### src/tlf_pkg.sv
// ----------------------------------------------------------------------------
// tlf_pkg
// Shared constants for the text line folder: character codes, input modes,
// default line width and command queue depth.
// ----------------------------------------------------------------------------
package tlf_pkg;

	// Character codes
	localparam logic [7:0] CH_TAB   = 8'h09;
	localparam logic [7:0] CH_NL    = 8'h0A;
	localparam logic [7:0] CH_SPACE = 8'h20;
	localparam logic [7:0] CH_NUL   = 8'h00;

	// Input item modes
	localparam logic MODE_DATA  = 1'b0;
	localparam logic MODE_FLUSH = 1'b1;

	// Default line width
	localparam int LINE_WIDTH_DEF = 63;

	// Number of chunk commands between front and back
	localparam int CMDQ_DEPTH = 2;

endpackage

### src/tlf_if.sv
// ----------------------------------------------------------------------------
// tlf_if
// Valid/ready channels of the text line folder: input bytes and output bytes.
// ----------------------------------------------------------------------------
interface tlf_in_if;
	logic       valid;
	logic       ready;
	logic       mode;
	logic [7:0] in_byte;

	modport source (output valid, output mode, output in_byte, input ready);
	modport sink   (input valid, input mode, input in_byte, output ready);
endinterface

interface tlf_out_if;
	logic       valid;
	logic       ready;
	logic [7:0] out_byte;
	logic       run_end;

	modport source (output valid, output out_byte, output run_end, input ready);
	modport sink   (input valid, input out_byte, input run_end, output ready);
endinterface

### src/tlf_front.sv
// ----------------------------------------------------------------------------
// tlf_front
// Accepts input transfers, writes data bytes into the current buffer bank,
// tracks the fold point and issues one drain command per finished chunk.
// ----------------------------------------------------------------------------
module tlf_front #(
	parameter int  LINE_WIDTH = tlf_pkg::LINE_WIDTH_DEF,
	parameter type cmd_t      = logic,
	parameter type mem_wr_t   = logic
) (
	input  logic    clk,
	input  logic    arst_n,
	tlf_in_if.sink  in_ch,
	input  logic    q_full,
	output logic    push,
	output cmd_t    push_cmd,
	output mem_wr_t mem_wr
);

	localparam int AW = $clog2(LINE_WIDTH);
	localparam int CW = $clog2(LINE_WIDTH + 1);

	logic [AW-1:0] fill_q;
	logic [AW-1:0] blank_pos_q;
	logic          blank_seen_q;
	logic          bank_q;

	logic          accept;
	logic          is_data;
	logic [CW-1:0] fill_n;
	logic          full;
	logic          is_blank;
	logic          blank_seen_n;
	logic [AW-1:0] blank_pos_n;
	logic          chunk_end;

	// Input handshake: room for one more chunk command
	assign in_ch.ready = !q_full;
	assign accept      = in_ch.valid && in_ch.ready;

	// Classify the byte
	assign is_data      = (in_ch.mode == tlf_pkg::MODE_DATA);
	assign fill_n       = CW'(fill_q) + CW'(1);
	assign full         = (fill_n == CW'(LINE_WIDTH));
	assign is_blank     = ((in_ch.in_byte == tlf_pkg::CH_SPACE) ||
	                       (in_ch.in_byte == tlf_pkg::CH_TAB)) && (fill_q != '0);
	assign blank_seen_n = blank_seen_q || is_blank;
	assign blank_pos_n  = is_blank ? fill_q : blank_pos_q;
	assign chunk_end    = is_data ? ((in_ch.in_byte == tlf_pkg::CH_NL) || full) : 1'b1;

	// Drain command for the chunk that ends with this transfer
	assign push = accept && chunk_end;

	always_comb begin
		push_cmd          = '0;
		push_cmd.bank     = bank_q;
		push_cmd.len      = is_data ? fill_n : CW'(fill_q);
		push_cmd.fold     = is_data && full && blank_seen_n;
		push_cmd.fold_pos = CW'(blank_pos_n);
		push_cmd.add_nl   = is_data && full && !blank_seen_n;
	end

	// Buffer write port
	always_comb begin
		mem_wr      = '0;
		mem_wr.en   = accept && is_data;
		mem_wr.addr = {bank_q, fill_q};
		mem_wr.data = in_ch.in_byte;
	end

	// Chunk state
	always_ff @(posedge clk or negedge arst_n) begin
		if (!arst_n) begin
			fill_q       <= '0;
			blank_pos_q  <= '0;
			blank_seen_q <= 1'b0;
			bank_q       <= 1'b0;
		end else if (push) begin
			fill_q       <= '0;
			blank_pos_q  <= '0;
			blank_seen_q <= 1'b0;
			bank_q       <= !bank_q;
		end else if (accept) begin
			fill_q       <= fill_n[AW-1:0];
			blank_pos_q  <= blank_pos_n;
			blank_seen_q <= blank_seen_n;
		end
	end

	// A chunk never holds a full line between transfers
	a_fill_below_width: assert property (@(posedge clk) disable iff (!arst_n)
		CW'(fill_q) < CW'(LINE_WIDTH))
		else $error("chunk fill reached line width without a drain command");

	// A blank position is only recorded past the first entry
	a_blank_pos_valid: assert property (@(posedge clk) disable iff (!arst_n)
		blank_seen_q |-> (blank_pos_q != '0) && (blank_pos_q < fill_q))
		else $error("recorded blank position outside the current chunk");

endmodule

### src/tlf_cmdq.sv
// ----------------------------------------------------------------------------
// tlf_cmdq
// Short FIFO of chunk drain commands; the head stays in place until the back
// end has finished draining that chunk.
// ----------------------------------------------------------------------------
module tlf_cmdq #(
	parameter type cmd_t = logic
) (
	input  logic clk,
	input  logic arst_n,
	input  logic push,
	input  cmd_t push_cmd,
	input  logic pop,
	output cmd_t head,
	output logic full,
	output logic empty
);

	localparam int DEPTH = tlf_pkg::CMDQ_DEPTH;
	localparam int PW    = (DEPTH > 1) ? $clog2(DEPTH) : 1;
	localparam int NW    = $clog2(DEPTH + 1);

	cmd_t          entries_q [DEPTH];
	logic [PW-1:0] wr_ptr_q;
	logic [PW-1:0] rd_ptr_q;
	logic [NW-1:0] count_q;

	assign full  = (count_q == NW'(DEPTH));
	assign empty = (count_q == '0);
	assign head  = entries_q[rd_ptr_q];

	// Entry storage
	always_ff @(posedge clk) begin
		if (push) begin
			entries_q[wr_ptr_q] <= push_cmd;
		end
	end

	// Pointers and occupancy
	always_ff @(posedge clk or negedge arst_n) begin
		if (!arst_n) begin
			wr_ptr_q <= '0;
			rd_ptr_q <= '0;
			count_q  <= '0;
		end else begin
			if (push) begin
				wr_ptr_q <= (wr_ptr_q == PW'(DEPTH - 1)) ? '0 : wr_ptr_q + PW'(1);
			end
			if (pop) begin
				rd_ptr_q <= (rd_ptr_q == PW'(DEPTH - 1)) ? '0 : rd_ptr_q + PW'(1);
			end
			case ({push, pop})
				2'b10:   count_q <= count_q + NW'(1);
				2'b01:   count_q <= count_q - NW'(1);
				default: count_q <= count_q;
			endcase
		end
	end

	a_no_push_when_full: assert property (@(posedge clk) disable iff (!arst_n)
		push |-> !full)
		else $error("command pushed into a full queue");

	a_no_pop_when_empty: assert property (@(posedge clk) disable iff (!arst_n)
		pop |-> !empty)
		else $error("command popped from an empty queue");

endmodule

### src/tlf_back.sv
// ----------------------------------------------------------------------------
// tlf_back
// Holds the two-bank line buffer and drains the chunk at the queue head:
// reads one entry, then decides on it, keeping one byte pending so the last
// emitted byte can carry run_end.
// ----------------------------------------------------------------------------
module tlf_back #(
	parameter int  LINE_WIDTH = tlf_pkg::LINE_WIDTH_DEF,
	parameter type cmd_t      = logic,
	parameter type mem_wr_t   = logic
) (
	input  logic     clk,
	input  logic     arst_n,
	input  mem_wr_t  mem_wr,
	input  cmd_t     head,
	input  logic     q_empty,
	output logic     pop,
	tlf_out_if.source out_ch
);

	localparam int AW        = $clog2(LINE_WIDTH);
	localparam int CW        = $clog2(LINE_WIDTH + 1);
	localparam int MEM_DEPTH = 2 * (2 ** AW);

	typedef enum logic [2:0] {
		B_IDLE,
		B_READ,
		B_EVAL,
		B_TAIL,
		B_DONE
	} state_t;

	logic [7:0]    mem [MEM_DEPTH];
	logic [7:0]    rdata_q;

	state_t        state_q;
	logic [CW-1:0] idx_q;
	logic [7:0]    pend_q;
	logic          pend_v_q;
	logic [7:0]    out_byte_q;
	logic          out_last_q;
	logic          out_v_q;

	logic          out_free;
	logic          out_load;
	logic          term;
	logic [7:0]    cur_byte;

	// Line buffer: front writes, read data registered here
	always_ff @(posedge clk) begin
		if (mem_wr.en) begin
			mem[mem_wr.addr] <= mem_wr.data;
		end
		if (state_q == B_READ) begin
			rdata_q <= mem[{head.bank, idx_q[AW-1:0]}];
		end
	end

	// Entry decode
	assign out_free = !out_v_q || out_ch.ready;
	assign out_load = out_free && (((state_q == B_EVAL) && pend_v_q) || (state_q == B_TAIL));
	assign term     = (idx_q == head.len) || (rdata_q == tlf_pkg::CH_NUL);
	assign cur_byte = (head.fold && (idx_q == head.fold_pos)) ? tlf_pkg::CH_NL : rdata_q;
	assign pop      = (state_q == B_DONE);

	assign out_ch.valid    = out_v_q;
	assign out_ch.out_byte = out_byte_q;
	assign out_ch.run_end  = out_last_q;

	// Drain sequencer and output register
	always_ff @(posedge clk or negedge arst_n) begin
		if (!arst_n) begin
			state_q  <= B_IDLE;
			idx_q    <= '0;
			pend_v_q <= 1'b0;
			out_v_q  <= 1'b0;
		end else begin
			if (out_v_q && out_ch.ready && !out_load) begin
				out_v_q <= 1'b0;
			end
			case (state_q)
				B_IDLE: begin
					if (!q_empty) begin
						idx_q    <= '0;
						pend_v_q <= 1'b0;
						state_q  <= B_READ;
					end
				end
				B_READ: begin
					state_q <= B_EVAL;
				end
				B_EVAL: begin
					if (!pend_v_q || out_free) begin
						if (pend_v_q) begin
							out_v_q    <= 1'b1;
							out_byte_q <= pend_q;
							out_last_q <= term && !head.add_nl;
						end
						if (!term) begin
							// byte continues the chunk: hold it until the next one is known
							pend_q   <= cur_byte;
							pend_v_q <= 1'b1;
							idx_q    <= idx_q + CW'(1);
							state_q  <= B_READ;
						end else begin
							pend_v_q <= 1'b0;
							state_q  <= head.add_nl ? B_TAIL : B_DONE;
						end
					end
				end
				B_TAIL: begin
					// unfoldable full line gets an extra newline
					if (out_free) begin
						out_v_q    <= 1'b1;
						out_byte_q <= tlf_pkg::CH_NL;
						out_last_q <= 1'b1;
						state_q    <= B_DONE;
					end
				end
				B_DONE: begin
					state_q <= B_IDLE;
				end
				default: begin
					state_q <= B_IDLE;
				end
			endcase
		end
	end

	a_done_nothing_pending: assert property (@(posedge clk) disable iff (!arst_n)
		(state_q == B_DONE) |-> !pend_v_q)
		else $error("chunk finished with a byte still pending");

	a_idx_within_chunk: assert property (@(posedge clk) disable iff (!arst_n)
		(state_q != B_IDLE) |-> (idx_q <= head.len))
		else $error("drain index ran past chunk length");

	a_tail_only_unfolded: assert property (@(posedge clk) disable iff (!arst_n)
		(state_q == B_TAIL) |-> (head.add_nl && !head.fold))
		else $error("extra newline on a chunk that does not need one");

	a_drain_needs_cmd: assert property (@(posedge clk) disable iff (!arst_n)
		(state_q != B_IDLE) |-> !q_empty)
		else $error("drain running without a command at the queue head");

endmodule

### src/text_line_folder_core.sv
// ----------------------------------------------------------------------------
// text_line_folder_core
// Fixed-width line folding of a byte stream: front end collects bytes into a
// two-bank line buffer, back end drains finished chunks with fold applied.
// ----------------------------------------------------------------------------
//  channel  | dir | fields            | notes
//  in_ch    | in  | mode, in_byte     | mode 0 data byte, mode 1 flush
//  out_ch   | out | out_byte, run_end | run_end on last byte of an input
//
// An input transfer is taken while fewer than two chunks await
// draining; the two buffer banks and the two-entry command queue set that.
// Draining passes each emitted byte through a registered buffer read, then
// decode; each chunk adds a start, a final read and decode, and a command
// release, with one more step when a newline is appended.
// Reset clears all control state at once; the buffer needs no clearing pass.
// A stalled output holds the drain; a busy drain stalls input only when both
// banks are taken.
module text_line_folder_core #(
	parameter int LINE_WIDTH = tlf_pkg::LINE_WIDTH_DEF
) (
	input  logic      clk,
	input  logic      arst_n,
	tlf_in_if.sink    in_ch,
	tlf_out_if.source out_ch
);

	localparam int AW = $clog2(LINE_WIDTH);
	localparam int CW = $clog2(LINE_WIDTH + 1);

	typedef struct packed {
		logic          bank;
		logic [CW-1:0] len;
		logic          fold;
		logic [CW-1:0] fold_pos;
		logic          add_nl;
	} cmd_t;

	typedef struct packed {
		logic          en;
		logic [AW:0]   addr;
		logic [7:0]    data;
	} mem_wr_t;

	cmd_t    push_cmd;
	cmd_t    head;
	mem_wr_t mem_wr;
	logic    push;
	logic    pop;
	logic    q_full;
	logic    q_empty;

	// Front end: accept and classify
	tlf_front #(
		.LINE_WIDTH (LINE_WIDTH),
		.cmd_t      (cmd_t),
		.mem_wr_t   (mem_wr_t)
	) u_front (
		.clk      (clk),
		.arst_n   (arst_n),
		.in_ch    (in_ch),
		.q_full   (q_full),
		.push     (push),
		.push_cmd (push_cmd),
		.mem_wr   (mem_wr)
	);

	// Chunk command queue
	tlf_cmdq #(
		.cmd_t (cmd_t)
	) u_cmdq (
		.clk      (clk),
		.arst_n   (arst_n),
		.push     (push),
		.push_cmd (push_cmd),
		.pop      (pop),
		.head     (head),
		.full     (q_full),
		.empty    (q_empty)
	);

	// Back end: drain with fold
	tlf_back #(
		.LINE_WIDTH (LINE_WIDTH),
		.cmd_t      (cmd_t),
		.mem_wr_t   (mem_wr_t)
	) u_back (
		.clk     (clk),
		.arst_n  (arst_n),
		.mem_wr  (mem_wr),
		.head    (head),
		.q_empty (q_empty),
		.pop     (pop),
		.out_ch  (out_ch)
	);

endmodule

### src/flat_wrapper.sv
// flat-port wrapper written by rule: the top's interface ports become plain ports
module text_line_folder_core_flat 
#(
	parameter int LINE_WIDTH = tlf_pkg::LINE_WIDTH_DEF
)
  (clk, arst_n, in_ch_valid, in_ch_mode, in_ch_in_byte, in_ch_ready, out_ch_valid, out_ch_out_byte, out_ch_run_end, out_ch_ready);
  tlf_in_if in_ch_i ();
  tlf_out_if out_ch_i ();
  input  logic clk;
  input  logic arst_n;
  input wire logic [$bits(in_ch_i.valid)-1:0] in_ch_valid;
  input wire logic [$bits(in_ch_i.mode)-1:0] in_ch_mode;
  input wire logic [$bits(in_ch_i.in_byte)-1:0] in_ch_in_byte;
  output wire logic [$bits(in_ch_i.ready)-1:0] in_ch_ready;
  output wire logic [$bits(out_ch_i.valid)-1:0] out_ch_valid;
  output wire logic [$bits(out_ch_i.out_byte)-1:0] out_ch_out_byte;
  output wire logic [$bits(out_ch_i.run_end)-1:0] out_ch_run_end;
  input wire logic [$bits(out_ch_i.ready)-1:0] out_ch_ready;
  assign in_ch_i.valid = in_ch_valid;
  assign in_ch_i.mode = in_ch_mode;
  assign in_ch_i.in_byte = in_ch_in_byte;
  assign in_ch_ready = in_ch_i.ready;
  assign out_ch_valid = out_ch_i.valid;
  assign out_ch_out_byte = out_ch_i.out_byte;
  assign out_ch_run_end = out_ch_i.run_end;
  assign out_ch_i.ready = out_ch_ready;
  text_line_folder_core #(.LINE_WIDTH(LINE_WIDTH)) u_core (.clk(clk), .arst_n(arst_n), .in_ch(in_ch_i), .out_ch(out_ch_i));
endmodule
### config.mk
export PLATFORM = sky130hd
export DESIGN_NAME = text_line_folder_core_flat
export DESIGN_NICKNAME = d
export VERILOG_FILES = /design/src/tlf_pkg.sv /design/src/tlf_if.sv /design/src/tlf_front.sv /design/src/tlf_cmdq.sv /design/src/tlf_back.sv /design/src/text_line_folder_core.sv /design/src/flat_wrapper.sv
export SDC_FILE = /design/constraint.sdc
export NUM_CORES = 1
export LEC_CHECK = 0
export ABC_AREA = 1
export BUFFER_PORTS_ARGS = -buffer_cell sky130_fd_sc_hd__buf_2
export CORE_MARGIN = 5
export CORE_UTILIZATION = 50
export CTS_CLUSTER_DIAMETER = 40
export DETAILED_ROUTE_END_ITERATION = 10
export PLACE_DENSITY = 0.68
export REMOVE_ABC_BUFFERS = 1
export SYNTH_ARGS = -nofsm -noshare
export SYNTH_HDL_FRONTEND = slang
export SYNTH_SLANG_ARGS = --single-unit
export TNS_END_PERCENT = 20
### constraint.sdc
create_clock -name clk -period 7.65 [get_ports clk]
set_clock_uncertainty 0.05 [all_clocks]
set_input_delay 0 -clock clk [delete_from_list [all_inputs] [get_ports clk]]
set_output_delay 0 -clock clk [all_outputs]
set_load 0.03 [all_outputs]
==> results.yml <==
power_and_ir_drop:
  seqPwrFrac_pct: 41.7
  p_switching_mw: 5.035
  powerDensity_nw_per_um2: 327.5
  internal_power_mw: 11.70
  clockPowerShare_pct: 39.0
  netSwitchingFraction_pct: 30.09
  p_leak_nw: 18.23
  power_frac_comb_pct: 19.3
  irDropWorstVdd_mv: 0.2607
drt:
  ant_nets: 0
  firstDrtPassIters: 8
  wl_um: 118000
  routed_via_density: 5.801
  vias: 30112
  avgRoutedWirePerCell_um: 22.74
  drcViolationCount: 0
  drt_iter0_markers: 3634
placement:
  hpwl_um: 64450
  gp_congestion: 0.8386
  port_buffers: 23
  placed_area_um2: 46320
  dp_worst_setup_slack_ns: 3.828
finish:
  finish.instance_area_um2: 51080
  layout_commonest_cell: "nand2_1"
  synthToLayoutAreaGrowth_pct: 11.93
  fin_nets: 3929
  nFillCells: 7235
  antenna_cells: 0
  drive_above_1_share_pct: 7.572
  final_cell_mix: "nand2_1, edfxtp_1, nand3_1"
timing:
  layout_setup_ws_ns: 3.845
  period_share_pct: 49.74
  max_slew_margin_pct: 26.14
  finalSetupViolCount: 0
  finalHoldViolCount: 0
  fin_crit_ns: 3.805
  tightestPinTransition_ns: 1.108
  max_clock_freq_mhz: 262.8
  grt_setup_unrepaired: "no"
  setup-tns-final_ns: 0
  report.final.slew_viol_count: 0
clock_tree:
  cts_max_level: 4
  cts_tree: "done"
  clk_path_buf_depth: 3
  cts_setup_buffers: 0
  root_buffer: "clkbuf_16"
  numCtsBuffers: 137
  insertion_delay_ns: 0.72
  clock_sinks: 1108
  clk_pin_slew_ns: 0.06
status:
  status: "complete, no violations"
run:
  maxCapViolations: 0
critical_path:
  ff2ff_setup_slack_ns: 3.85
  critPathRequiredTime_ns: 8.19
  cp.arrival_ns: 4.34
  end_kind: "flip-flop"
  cp-start-kind: "flip-flop"
  r2r_end: "u_core.u_back.rdata_q[3]"
  crit_chain: "buf_12, buf_12, nand2_1, nand3_1, nand3_1, nand3_1, nand2_1, nand2_1, nand3_1, nand2_1, nand2_1, nand2_1"
  critPathMostFrequentCell: "nand2_1"
  critical_path.max_fanout: 215
  crit_path_max_incr_delay_ns: 0.73
  crit_slowest_cell: "dfrtp_4"
  critPathKind: "reg2reg"
  r2r_cells: 12
  worstReg2RegStart: "u_core.u_back.idx_q[0]"
worst_hold_path:
  hold_depth: 2
  hp-class: "in2reg"
  min_from: "in_ch_in_byte[5]"
  timing.hold.worst_endpoint: "u_core.u_back.mem[118][5]"
synth:
  synth_cells: 3929
  synth-seq-cells: 1108
  netlist_area_um2: 45640
  synth_xor_area_share_pct: 0.2687
  yosysSeqAreaShare_pct: 72.59
  ys_warn_count: 0
  synth_top_family_by_area: "simple AND/OR/NAND/NOR gates"
  synth_edf_count: 1079
  synth-compound-area-share_pct: 0.4908
  synth_ff_type: "edfxtp_1"
  synthMuxAreaShare_pct: 0.04387
  synth_cell_types: 37
  avgSynthCellArea_um2: 11.61
  async_flop_share_pct: 2.617
  yosys.area_share.simple_pct: 23.08
  synthAdderAreaFrac_pct: 0.1371
grt:
  grt_usage_pct: 23.89
  grt_antenna_before_repair: 1
  grt_overflow: 0
  grt_first_pass_wirelength_um: 178800
  grt_pass1_vias: 28821
  grt_start_max_net_pins: 233
die:
  rows: 110
  die_area_um2: 97410
  core_um2: 90290
  start_util_pct: 50.54
  die_y_um: 312.1
  die_w_um: 312.1
  io_pins: 24
## cells in the mapped netlist, types with 2 or more instances
master	number	area (um^2)
a21oi_1	6	30.03
clkbuf_1	23	86.33
nor2_1	169	634.4
o21ai_2	2	17.52
nand3b_1	2	15.01
nor3_2	3	30.03
nand2_2	3	18.77
or2_2	3	18.77
a211oi_1	2	15.01
buf_2	150	750.7
mux2i_1	2	20.02
nand3_2	2	20.02
clkinv_1	3	11.26
nand2_1	1319	4951
xnor2_1	3	26.28
nor3_1	6	30.03
buf_1	16	60.06
dfrtp_1	29	725.7
o21ai_1	5	25.02
nand3_1	941	4710
nor4_1	2	12.51
edfxtp_1	1079	32400
inv_2	5	18.77
xor2_1	11	96.34
ha_1	5	62.56
buf_4	32	240.2
nand4_1	11	68.82
o22ai_1	2	12.51
o21ai_0	22	110.1
inv_1	48	180.2
buf_6	17	191.4
## state kept, by name, summed over array words and instances, names as in the netlist, 2 cells and up
register / count
u_core.u_back.idx_q: 6
u_core.u_back.mem: 1024
u_core.u_back.out_ch.out_byte: 8
u_core.u_back.pend_q: 8
u_core.u_back.rdata_q: 8
u_core.u_back.state_q: 3
u_core.u_cmdq.count_q: 2
u_core.u_cmdq.entries_q: 30
u_core.u_front.blank_pos_q: 6
u_core.u_front.fill_q: 6
## power by group through the flow
stage	combinational, mW	sequential [mW]	clock [mW]
2_1_floorplan	2.31	7.27	0
3_3_place_gp	3.16	7.09	0
3_5_place_dp	3.19	7.09	0
4_1_cts	3.22	6.97	6.59
5_1_grt	3.58	6.99	6.84
6_report	3.23	6.98	6.52
## stage by stage
stage          hold WS (ns)  total power, mW  std cells  util, %
4_1_cts             0.03022            16.77       5191    56.57
3_3_place_gp        0.04946            10.25       4934    51.30
5_1_grt             0.06193            17.41       5191    56.57
2_1_floorplan       -0.3456            9.580       3691        -
3_5_place_dp        0.04228            10.28       4934    51.30
6_report            0.08011            16.73       5191    56.57
## repair_timing
| item | CTS | global route |
|---|---|---|
| hold buffers | 14 | 0 |
| hold endpoints to repair | 351 | 0 |
| gates resized for setup | 0 | 0 |
## routing by layer
layer / share of wire [%] / GRT usage (%) / vias up
met5: 0 / 0 / -
met4: 3.9 / 9.181 / 0
met3: 9.2 / 4.764 / 292
met2: 47 / 37.51 / 1479
met1: 40 / 33.40 / 14581
li1: - / - / 13760
## kinds of logic (layout without fill, tap and decap cells)
logic type               count (synthesis)  after routing
flip-flops                            1108           1108
AO/OA/AOI/OAI                           41             41
AND/OR/NAND/NOR                       2464           2464
buffers and inverters                  295            381
XOR/XNOR                                14             14
adder cells (fa/ha/maj)                  5              5
multiplexers                             2              2
## how the worst max path moves through the flow
stage                                start                  endpoint  slack (ns)
floorplan           u_core.u_back.idx_q[0]    u_core.u_back.idx_q[0]       -9.21
global placement    u_core.u_back.idx_q[0]   u_core.u_back.pend_q[4]        3.83
detailed placement  u_core.u_back.idx_q[0]   u_core.u_back.pend_q[6]        3.83
CTS                 u_core.u_back.idx_q[0]   u_core.u_back.pend_q[1]        3.81
global route        u_core.u_back.idx_q[0]  u_core.u_back.rdata_q[4]        3.57
finish              u_core.u_back.idx_q[0]  u_core.u_back.rdata_q[3]        3.85
## final cells by class
| cell class | count | area [um^2] | area share, % |
|---|---|---|---|
| timing repair buffer | 81 | 653.1 | 1.279 |
| clock inverter | 92 | 1045 | 2.045 |
| sequential | 1108 | 33140 | 64.88 |
| multi-input combinational | 2526 | 10960 | 21.46 |
| tap | 1176 | 1471 | 2.881 |
| clock buffer | 151 | 3566 | 6.981 |
| inverter | 57 | 240.2 | 0.4703 |
## worst max-delay path, delay by kind of cell, from the launching register on
kind | cells | cell delay [ns]
buffers and inverters | 2 | 1.25
AND/OR/NAND/NOR | 10 | 1.16
flip-flops | 1 | 0.73
Note: power is estimated with default switching activity, not from simulation.
